==> src/hsov_pkg.sv <==
// Shared types, constants and SHA-1 round functions for the OTP verifier.
package hsov_pkg;

  localparam int unsigned VALUE_W    = 64;
  localparam int unsigned CODE_W     = 20;
  localparam int unsigned BIN_W      = 31;
  localparam int unsigned KEY_HIGH_W = 16;
  localparam int unsigned CFG_DATA_W = 64;
  localparam int unsigned CFG_IDX_W  = 1;

  localparam logic [CFG_IDX_W-1:0] CFG_KEY_HIGH = 1'b0;
  localparam logic [CFG_IDX_W-1:0] CFG_KEY_LOW  = 1'b1;

  // request mode: moving value is a counter or Unix seconds
  typedef enum logic {OP_COUNTER = 1'b0, OP_TIME = 1'b1} op_t;

  localparam logic [7:0] IPAD_BYTE = 8'h36;
  localparam logic [7:0] OPAD_BYTE = 8'h5c;
  localparam logic [7:0] MSG_END   = 8'h80;

  // Message lengths in bits, pad block included.
  localparam logic [63:0] INNER_LEN_BITS = 64'd576;
  localparam logic [63:0] OUTER_LEN_BITS = 64'd672;

  localparam int unsigned TIME_STEP = 30;
  localparam int unsigned REM_W     = 5;
  localparam int unsigned DIV_BITS  = 4;
  localparam int unsigned DIV_CELLS = VALUE_W / DIV_BITS;

  localparam int unsigned MOD_STEPS = 2;
  localparam int unsigned MOD_CELLS = 32 / MOD_STEPS;

  localparam int unsigned SHA_ROUNDS = 80;
  localparam logic [6:0]  LAST_ROUND = 7'd79;
  localparam longint unsigned CODE_LIMIT = 64'd1 << CODE_W;

  typedef struct packed {
    logic [31:0] a;
    logic [31:0] b;
    logic [31:0] c;
    logic [31:0] d;
    logic [31:0] e;
  } sha_state_t;

  typedef logic [15:0][31:0] win_t;

  typedef struct packed {
    logic               op;
    logic [VALUE_W-1:0] value;
    logic [VALUE_W-1:0] work;   // dividend bits out at the top, quotient bits in at the bottom
    logic [REM_W-1:0]   rem;
    logic [CODE_W-1:0]  cand;
  } div_item_t;

  typedef struct packed {
    sha_state_t        state;
    win_t              win;
    logic [CODE_W-1:0] cand;
  } sha_item_t;

  typedef struct packed {
    logic [BIN_W-1:0]  r;
    logic [CODE_W-1:0] cand;
  } mod_item_t;

  typedef struct packed {
    logic              code_valid;
    logic [CODE_W-1:0] computed_code;
  } result_t;

  typedef struct packed {
    logic       busy;
    sha_state_t ipad_h;
    sha_state_t opad_h;
  } pad_state_t;

  localparam sha_state_t SHA_H0 = '{
    a: 32'h67452301, b: 32'hefcdab89, c: 32'h98badcfe, d: 32'h10325476, e: 32'hc3d2e1f0
  };

  function automatic sha_state_t sha_round(input sha_state_t s, input logic [31:0] w,
                                           input logic [6:0] idx);
    logic [31:0] f;
    logic [31:0] k;
    sha_state_t  r;
    if (idx < 7'd20) begin
      f = (s.b & s.c) | (~s.b & s.d);
      k = 32'h5a827999;
    end else if (idx < 7'd40) begin
      f = s.b ^ s.c ^ s.d;
      k = 32'h6ed9eba1;
    end else if (idx < 7'd60) begin
      f = (s.b & s.c) | (s.b & s.d) | (s.c & s.d);
      k = 32'h8f1bbcdc;
    end else begin
      f = s.b ^ s.c ^ s.d;
      k = 32'hca62c1d6;
    end
    r.a = {s.a[26:0], s.a[31:27]} + f + s.e + k + w;
    r.b = s.a;
    r.c = {s.b[1:0], s.b[31:2]};
    r.d = s.c;
    r.e = s.d;
    return r;
  endfunction

  // Slide the 16-word schedule window by one word; element 0 is the current word.
  function automatic win_t sha_next_win(input win_t w);
    win_t        n;
    logic [31:0] x;
    for (int k = 0; k < 15; k++) begin
      n[k] = w[k+1];
    end
    x = w[13] ^ w[8] ^ w[2] ^ w[0];
    n[15] = {x[30:0], x[31]};
    return n;
  endfunction

  function automatic win_t blk_to_window(input logic [511:0] blk);
    win_t w;
    for (int k = 0; k < 16; k++) begin
      w[k] = blk[511-32*k -: 32];
    end
    return w;
  endfunction

  function automatic sha_state_t sha_add(input sha_state_t h, input sha_state_t s);
    sha_state_t r;
    r.a = h.a + s.a;
    r.b = h.b + s.b;
    r.c = h.c + s.c;
    r.d = h.d + s.d;
    r.e = h.e + s.e;
    return r;
  endfunction

endpackage

==> src/hsov_mod_cell.sv <==
// Modulo cell: two compare-and-subtract steps of the code reduction per cycle while en is high.
module hsov_mod_cell #(
  parameter int unsigned CODE_MODULUS = 1000000,
  parameter int unsigned SHIFT        = 31
) (
  input  logic                clk,
  input  logic                rst_n,
  input  logic                en,
  input  logic                in_valid,
  input  hsov_pkg::mod_item_t in_item,
  output logic                out_valid,
  output hsov_pkg::mod_item_t out_item
);
  import hsov_pkg::*;

  logic      valid_r;
  mod_item_t item_r;
  mod_item_t item_nxt;

  always_comb begin
    logic [63:0] sub;
    item_nxt = in_item;
    for (int j = 0; j < MOD_STEPS; j++) begin
      sub = 64'(CODE_MODULUS) << (SHIFT - j);
      // shifted modulus at or above 2^31 never fits and drops out here
      if (sub <= {{(64-BIN_W){1'b0}}, item_nxt.r}) begin
        item_nxt.r = item_nxt.r - sub[BIN_W-1:0];
      end
    end
  end

  always_ff @(posedge clk) begin
    if (!rst_n) begin
      valid_r <= 1'b0;
    end else if (en) begin
      valid_r <= in_valid;
    end
  end

  always_ff @(posedge clk) begin
    if (en) begin
      item_r <= item_nxt;
    end
  end

  assign out_valid = valid_r;
  assign out_item  = item_r;

endmodule

==> config.mk <==
export PLATFORM = sky130hd
export DESIGN_NAME = hsov_mod_cell
export DESIGN_NICKNAME = d
export VERILOG_FILES = /design/src/hsov_pkg.sv /design/src/hsov_mod_cell.sv
export SDC_FILE = /design/constraint.sdc
export NUM_CORES = 1
export LEC_CHECK = 0
export BUFFER_PORTS_ARGS = -buffer_cell sky130_fd_sc_hd__clkbuf_2
export CAP_MARGIN = 0
export CORE_UTILIZATION = 35
export DETAILED_ROUTE_END_ITERATION = 6
export PLACE_DENSITY = 0.7
export SLEW_MARGIN = 20
export SYNTH_ARGS = -nofsm -noshare
export SYNTH_HDL_FRONTEND = slang
export SYNTH_SLANG_ARGS = --single-unit
==> constraint.sdc <==
create_clock -name clk -period 1 [get_ports clk]
set_input_delay 0.1 -clock clk [delete_from_list [all_inputs] [get_ports clk]]
set_output_delay 0.1 -clock clk [all_outputs]
set_load 0.01 [all_outputs]
# Word level (Yosys, flattened, before mapping)
# Index checks and enable logic that the tools add are counted.
# word_totals
register_bits	52
wordCells	3
out_inout_bits	52
input_bits	55

# Logic depth before layout (Yosys ltp)
# Gate-level depths: netlist (run 1).
# logic_depth
word_depth	0
ltp_mapped	2
depth_no_buf	2

# Worst setup path after synthesis (run 1)
# OpenSTA, ideal clock, no wires.
# synth_timing
path_type	flip-flop to flip-flop
from	reg, netlist name out_valid
to	reg valid_r, in the netlist out_valid
path_slack_ns	0.401
path_stages_with_launch	3
synth_period_minus_slack_ns	0.599
setup_time_ns	0.116
path_buffers	0
required_ns	0.884
arrival_time_ns	0.483
cell_sequence	dfxtp_1 -> mux2i_1 -> nor2b_1
# synth_rtl
element	line_no	source
end signal, assigned	hsov_mod_cell.sv:36	valid_r <= in_valid;
end, declared	hsov_mod_cell.sv:16	logic valid_r;

# Worst setup path after layout (run 1)
# layout_timing
from	reg item_r (netlist bit out_item[28])
to	out out_item[28] (netlist bit)
# layout_rtl
element	line_no	source
start, declared	hsov_mod_cell.sv:17	mod_item_t item_r;
start signal, assigned	hsov_mod_cell.sv:42	item_r <= item_nxt;
end, declared	hsov_mod_cell.sv:12	output hsov_pkg::mod_item_t out_item
# No word-level cell between the ends.

==> results of run 1 <==
state kept, by name (all words and copies together) (netlist names):
signal / flops
out_valid: 1
out_item: 51
layer usage:
| layer | global-route usage [%] | up-vias | part of all wire, % |
|---|---|---|---|
| li1 | - | 546 | - |
| met1 | 18.0 | 537 | 34 |
| met2 | 32.0 | 70 | 53 |
| met3 | 7.40 | 6 | 11 |
| met4 | 6.89 | 0 | 1.5 |
| met5 | 0 | - | 0 |
layout make-up:
class,instances,area (um2)
Tap cell,50,62.6
Sequential cell,52,1550
Fill cell,300,1350
Timing Repair Buffer,159,1070
Multi-Input combinational cell,2,16.3
Clock buffer,6,82.6
Clock inverter,2,15.0
worst min-delay path by stage:
stage                     start  slack (ns)      endpoint  cells after the start
global route              rst_n        0.05     out_valid                      2
floorplan            in_item[0]        0.20   out_item[0]                      0
global placement    in_item[32]        0.28  out_item[32]                      1
detailed placement   in_item[1]        0.28   out_item[1]                      1
finish                    rst_n        0.05     out_valid                      2
CTS                       rst_n       0.006     out_valid                      2
kinds of logic (layout without fill, tap and decap cells):
logic type	after synthesis	in the layout	synth area share (%)
buf+inv	0	167	0
flops	52	52	99.0
simple gates	1	1	0.399
mux	1	1	0.638
placed cells by master, fill, tap and decap left out, drive strengths merged:
master	netlist	layout
clkinvlp	0	2
edfxtp	51	51
nor2b	1	1
dlygate4sd3	0	51
dfxtp	1	1
mux2i	1	1
buf	0	2
clkbuf	0	112
through the flow:
stage	power, mW	setup slack [ns]
4_1_cts	4.45	0.0512
3_3_place_gp	3.07	0.205
3_5_place_dp	3.09	0.162
2_1_floorplan	2.77	0.401
5_1_grt	4.58	0.00672
6_report	4.41	0.0422
report_power, final:
part / internal, mW / switching [mW] / leakage [nW]
Combinational: 0.320 / 0.257 / 0.675
Clock: 0.560 / 0.642 / 0.0434
Sequential: 2.58 / 0.0505 / 0.507
Total: 3.46 / 0.950 / 1.23
==> results_dict.tcl, run 1 <==
set metrics [dict create \
    portBuffers 106 \
    required_ns 0.90 \
    grt_pass1_vias 1244 \
    gp_congestion 0.673 \
    r2r-start "out_valid" \
    hold_viol 0 \
    routed_wl_um 3950 \
    synth_area_um2 1570 \
    status "complete, no violations" \
    setup_viol 0 \
    critPathCapture "out_item[28]" \
    place_area_um2 2190 \
    die_area_um2 4750 \
    cp_num_buf_inv 1 \
    ys_warn_count 0 \
    synthTopCellsByCount "edfxtp_1, dfxtp_1, mux2i_1, nor2b_1" \
    overflow 0 \
    cts_tree "yes" \
    cts_buffer_depth 2 \
    ctsHtreeMaxLevel 2 \
    endpoint_kind "primary output" \
    critical-path-max-stage-delay_ns 0.41 \
    clock_sinks 52 \
    period_needed_ns 0.958 \
    yosysMostFrequentCell "edfxtp_1" \
    synthCells 54 \
    worst-path-stages 1 \
    r2r_cells 2 \
    drtIter0Drc 59 \
    row_count 23 \
    final_util_pct 67.5 \
    final_max_slew_viol_count 0 \
    track_usage_pct 17.8 \
    dp_cells 212 \
    wl_per_cell_um 14.6 \
    fmax_mhz 1040 \
    yosysSeqAreaShare_pct 99.0 \
    max_slew_margin_pct 84.8 \
    hold_buffers 51 \
    grt_max_degree 35 \
    synthFlopType "edfxtp_1" \
    max_slew.worst_pin.slew_ns 0.228 \
    vdd_ir_drop_max_mv 0.984 \
    crit_chain "clkbuf_2" \
    stdcell_count 271 \
    synth_top_area_share_pct 97.7 \
    tns_ns 0 \
    clock_latency_ns 0.29 \
    clockRootBuffer "clkbuf_8" \
    crit_fanout 1 \
    fin_crit_sh_pct 95.8 \
    post_cts_resized 0 \
    cp-startpoint "out_item[28]" \
    cp-start-kind "register" \
    fin_nets 275 \
    p_per_area_nw_per_um2 1580 \
    drive_above_1_share_pct 52.5 \
    drtPass1Iterations 4 \
    core_um2 4140 \
    ys_ff_latch 52 \
    maxCapViolCount 0 \
    rsz0062_at_grt "false" \
    cts_setup_buffers 0 \
    critPathTopFamily "flip-flops" \
    synthTopCellsByArea "edfxtp_1, dfxtp_1, mux2i_1, nor2b_1" \
    grt_pass1_wl_um 5730 \
    syn_area_per_cell_um2 29.0 \
    hp-class "primary input to register" \
    r2r_end "out_valid" \
    synth_edf_count 51 \
    synth.largest_area_cell "edfxtp_1" \
    arrival_ns 0.86 \
    start_util_pct 37.8 \
    area_delta_synth_final_pct 78.4 \
    vias 1159 \
    diodes 0 \
    final_area_um2 2800 \
    fin_skew_ns 0 \
    clk_pin_slew_ns 0.09 \
    die-height_um 68.9 \
    synth_nets 109 \
    crit_slowest_cell "edfxtp_1" \
    r2r_slack_ns 0.35 \
    p_leak_nw 1.23 \
    cts_inserted_buffers 5 \
    hold-worst-slack_ns 0.0502 \
    ioPinCount 107 \
    synth_cell_types 4 \
    worstSetupPathType "register to primary output" \
    drc 0 \
    ant_nets 0 \
    async_flop_share_pct 0 \
    viasPerCell 4.28 \
    die_x_um 68.9 \
    antenna_found_initial 0 \
]
(Power assumes the default switching activity.)
==> run 2, diff against run 1 <==
- CORE_MARGIN: not set -> 1.5
- clock period: 1 -> 1.1 ns (I/O delays scaled with it)
==> run 2 against run 1 <==
Against the previous run:
- sequential power is 9.1% lower
- non-clock buffer count stayed put
- first-iteration DRC count is 56% lower
- sequential share of layout area is 0.15 points higher
- wire length is 0.51% lower
- critical path depth stayed put
- critical endpoint is now out_item[19]
==> results_dict.tcl, run 2 (synthesized netlist as in run 1, its figures left out) <==
set metrics [dict create \
    met2_length_um 2050 \
    drtIter0Drc 26 \
    period_needed_ns 0.953 \
    dp_cells 214 \
    clk_pin_slew_ns 0.09 \
    fin_nets 275 \
    clock_latency_ns 0.30 \
    endpoint_kind "primary output" \
    wl_met1_um 1310 \
    max_slew_margin_pct 84.9 \
    ctsHtreeMaxLevel 2 \
    fin_skew_ns 0 \
    tns_ns 0 \
    critPathTopFamily "flip-flops" \
    viasPerCell 4.22 \
    fin_crit_sh_pct 86.6 \
    wl_per_cell_um 14.4 \
    antenna_found_initial 0 \
    cts_inserted_buffers 5 \
    stdcell_count 273 \
    hp-class "primary input to register" \
    largest_reg_flops 51 \
    overflow 0 \
    dp_hpwl_um 2440 \
    die_x_um 69.9 \
    crit_slowest_cell "edfxtp_1" \
    row_count 24 \
    drtPass1Iterations 3 \
    ant_nets 0 \
    grt_pass1_vias 1256 \
    clockRootBuffer "clkbuf_8" \
    top_layer_used "met4" \
    clock_sinks 52 \
    maxCapViolCount 0 \
    crit_chain "clkbuf_2" \
    seqCellArea_um2 1550 \
    drc 0 \
    grt_max_degree 35 \
    arrival_ns 0.84 \
    worstSetupPathType "register to primary output" \
    area_delta_synth_final_pct 77.9 \
    fill_cells 311 \
    status "complete, no violations" \
    p_leak_nw 1.22 \
    crit_fanout 1 \
    gp_congestion 0.682 \
    p_per_area_nw_per_um2 1410 \
    portBuffers 106 \
    max_slew.worst_pin.slew_ns 0.227 \
    required_ns 0.99 \
    die_area_um2 4890 \
    cts_tree "yes" \
    core_um2 4320 \
    vias 1153 \
    hold_buffers 51 \
    final_max_slew_viol_count 0 \
    vdd_ir_drop_max_mv 1.01 \
    multiInputGateArea_um2 16.3 \
    fmax_mhz 1050 \
    track_usage_pct 16.7 \
    ioPinCount 107 \
    wl_met3_um 498 \
    post_cts_resized 0 \
    grt_pass1_wl_um 5940 \
    final_common_cell "clkbuf_2" \
    diodes 0 \
    cp_num_buf_inv 1 \
    cp-start-kind "register" \
    layout_common_cells "clkbuf_2, dlygate4sd3_1, edfxtp_1" \
    drive_above_1_share_pct 52.0 \
    rsz0062_at_grt "false" \
    routed_wl_um 3930 \
    die-height_um 69.9 \
    cts_setup_buffers 0 \
    start_util_pct 36.3 \
    setup_viol 0 \
    critical-path-max-stage-delay_ns 0.40 \
    cts_buffer_depth 2 \
    p_total_mw 3.94 \
    hold_viol 0 \
]
run 2: cell types whose count changed in the layout (fill, tap and decap cells not counted):
cell	delta
clkinv_1	+1
clkbuf_8	-1
run 2: final cells by class:
class / count / share of cell area, %
clock buffer: 5 / 2.47
multi-input combinational: 2 / 0.583
sequential: 52 / 55.6
clock inverter: 3 / 0.673
timing repair buffer: 159 / 38.3
tap: 52 / 2.33
run 2: report_power, final:
group | internal [mW] | total, mW | switching, mW
Combinational | 0.291 | 0.518 | 0.228
Sequential | 2.35 | 2.39 | 0.0467
Clock | 0.440 | 1.03 | 0.592
Total | 3.08 | 3.94 | 0.866
run 2: path summary, 6_finish.rpt:
kind | slack (ns) | startpoint | depth (start not counted) | end
worst max-delay path | 0.15 | out_item[19] | 1 | out_item[19]
worst max register to register | 0.49 | out_valid | 2 | out_valid
worst min register to register | 0.55 | out_valid | 2 | out_valid
worst min-delay path | 0.05 | rst_n | 2 | out_valid
run 2: metrics by stage:
| step | setup WS (ns) | hold slack, ns | util (%) | area [um2] |
|---|---|---|---|---|
| finish | 0.147 | 0.0458 | 64.5 | 2790 |
| global route | 0.0810 | 0.0295 | 64.5 | 2790 |
| CTS | 0.138 | 0.0377 | 64.5 | 2790 |
| detailed placement | 0.255 | 0.289 | 50.7 | 2190 |
| global placement | 0.298 | 0.287 | 50.7 | 2190 |
| floorplan | 0.501 | 0.209 | - | 1570 |
run 2: layer usage:
metal | track usage [%] | vias to the layer above
li1 | - | 547
met1 | 16.0 | 525
met2 | 29.4 | 74
met3 | 9.67 | 7
met4 | 6.41 | 0
met5 | 0 | -
==> run 3, diff against run 2 <==
- clock period: 1.1 -> 0.95 ns (I/O delays scaled with it)
==> run 3 against run 2 <==
Against the previous run:
- register-to-register slack got worse by 0.15 ns
- clock power grew 16%
- sequential share of layout area down 0.12 points
- count of clock-buffer cells in the layout stayed put
- core utilization increased by 0.14 points
- first-iteration DRC count is the same
- critical path type unchanged
- largest cell class unchanged
==> results_dict.tcl, run 3 (synthesized netlist as in run 1, its figures left out) <==
set metrics [dict create \
    status "complete, no violations" \
    seqCellArea_um2 1550 \
    rsz0062_at_grt "true" \
    area_delta_synth_final_pct 78.3 \
    cts_inserted_buffers 5 \
    drtPass1Iterations 3 \
    die_x_um 69.9 \
    drc 0 \
    fin_skew_ns 0 \
    cp_num_buf_inv 1 \
    p_leak_nw 1.22 \
    antenna_found_initial 0 \
    p_per_area_nw_per_um2 1630 \
    fill_cells 309 \
    cts_buffer_depth 2 \
    crit_fanout 1 \
    die-height_um 69.9 \
    ctsHtreeMaxLevel 2 \
    clockRootBuffer "clkbuf_8" \
    wl_per_cell_um 14.3 \
    core_um2 4320 \
    arrival_ns 0.84 \
    cts_setup_buffers 0 \
    clock_sinks 52 \
    vias 1150 \
    multiInputGateArea_um2 16.3 \
    max_slew_margin_pct 84.9 \
    gp_congestion 0.682 \
    crit_slowest_cell "edfxtp_1" \
    portBuffers 106 \
    vdd_ir_drop_max_mv 1.16 \
    row_count 24 \
    clock_latency_ns 0.30 \
    fin_nets 275 \
    grt_pass1_vias 1256 \
    hold-worst-slack_ns 0.0315 \
    critical-path-max-stage-delay_ns 0.40 \
    clk_pin_slew_ns 0.09 \
    endpoint_kind "primary output" \
    grt_max_degree 35 \
    final_max_slew_viol_count 0 \
    fmax_mhz 1070 \
    largest_reg_flops 51 \
    r2r_slack_ns 0.34 \
    drive_above_1_share_pct 52.0 \
    viasPerCell 4.21 \
    hp-class "primary input to register" \
    track_usage_pct 16.7 \
    routed_wl_um 3900 \
    p_total_mw 4.57 \
    ioPinCount 107 \
    dp_hpwl_um 2440 \
    cts_tree "yes" \
    setup_viol 0 \
    grt_pass1_wl_um 5940 \
    required_ns 0.85 \
    max_slew.worst_pin.slew_ns 0.227 \
    hold_viol 0 \
    start_util_pct 36.3 \
    die_area_um2 4890 \
    overflow 0 \
    cp-start-kind "register" \
    drtIter0Drc 26 \
    layout_common_cells "clkbuf_2, dlygate4sd3_1, edfxtp_1" \
    fin_crit_sh_pct 98.7 \
    crit_chain "clkbuf_2" \
    maxCapViolCount 0 \
    ant_nets 0 \
    critPathTopFamily "flip-flops" \
    diodes 0 \
    period_needed_ns 0.938 \
    worstSetupPathType "register to primary output" \
    final_common_cell "clkbuf_2" \
]
[run 3: changes by cell type in the layout (fill, tap and decap cells not counted), sizes merged]
cell / delta
buf: +1
clkbuf: -1
[run 3: path summary, 6_finish.rpt]
path                                   start            to  cells past startpoint
worst max-delay path            out_item[19]  out_item[19]                      1
worst min-delay path                   rst_n     out_valid                      2
worst max register to register     out_valid     out_valid                      2
worst min register to register     out_valid     out_valid                      2
[run 3: report_power, final]
group,internal (mW),total [mW],switching [mW]
combinational,0.340,0.604,0.263
clock,0.509,1.19,0.683
sequential,2.72,2.77,0.0540
[run 3: per-stage QoR]
| step | util [%] | instance area (um2) | worst slack (ns) | TNS (ns) | cells |
|---|---|---|---|---|---|
| 2_1_floorplan | - | 1570 | 0.351 | 0 | 54 |
| 3_3_place_gp | 50.7 | 2190 | 0.163 | 0 | 214 |
| 3_5_place_dp | 50.7 | 2190 | 0.120 | 0 | 214 |
| 4_1_cts | 64.5 | 2790 | 0.00287 | 0 | 273 |
| 5_1_grt | 64.6 | 2800 | -0.0429 | -0.269 | 273 |
| 6_report | 64.6 | 2800 | 0.0122 | 0 | 273 |
[run 3: final cells by class]
class	count	share of cell area, %
repair buffers	159	38.5
clock buffers	5	2.46
well taps	52	2.33
flip-flops and latches	52	55.5
multi-input cells	2	0.582
clock inverters	3	0.671
[run 3: metal layers]
layer | wire length (um) | share of wire, % | global-route usage (%)
met1 | 1310 | 34 | 16.0
met2 | 2030 | 52 | 29.4
met3 | 490 | 13 | 9.67
met4 | 72 | 1.8 | 6.41
met5 | 0 | 0 | 0
[run 3: worst register-to-register path, cell delays in order (launching register included)]
cell,delay (ns)
dfxtp_1,0.33
mux2i_1,0.12
nor2b_1,0.07
[run 3: repair_timing]
action	in CTS	in global routing
hold buffers	51	0
endpoints found under the setup margin	0	19
hold endpoints to repair	51	0
gates resized for setup	0	3
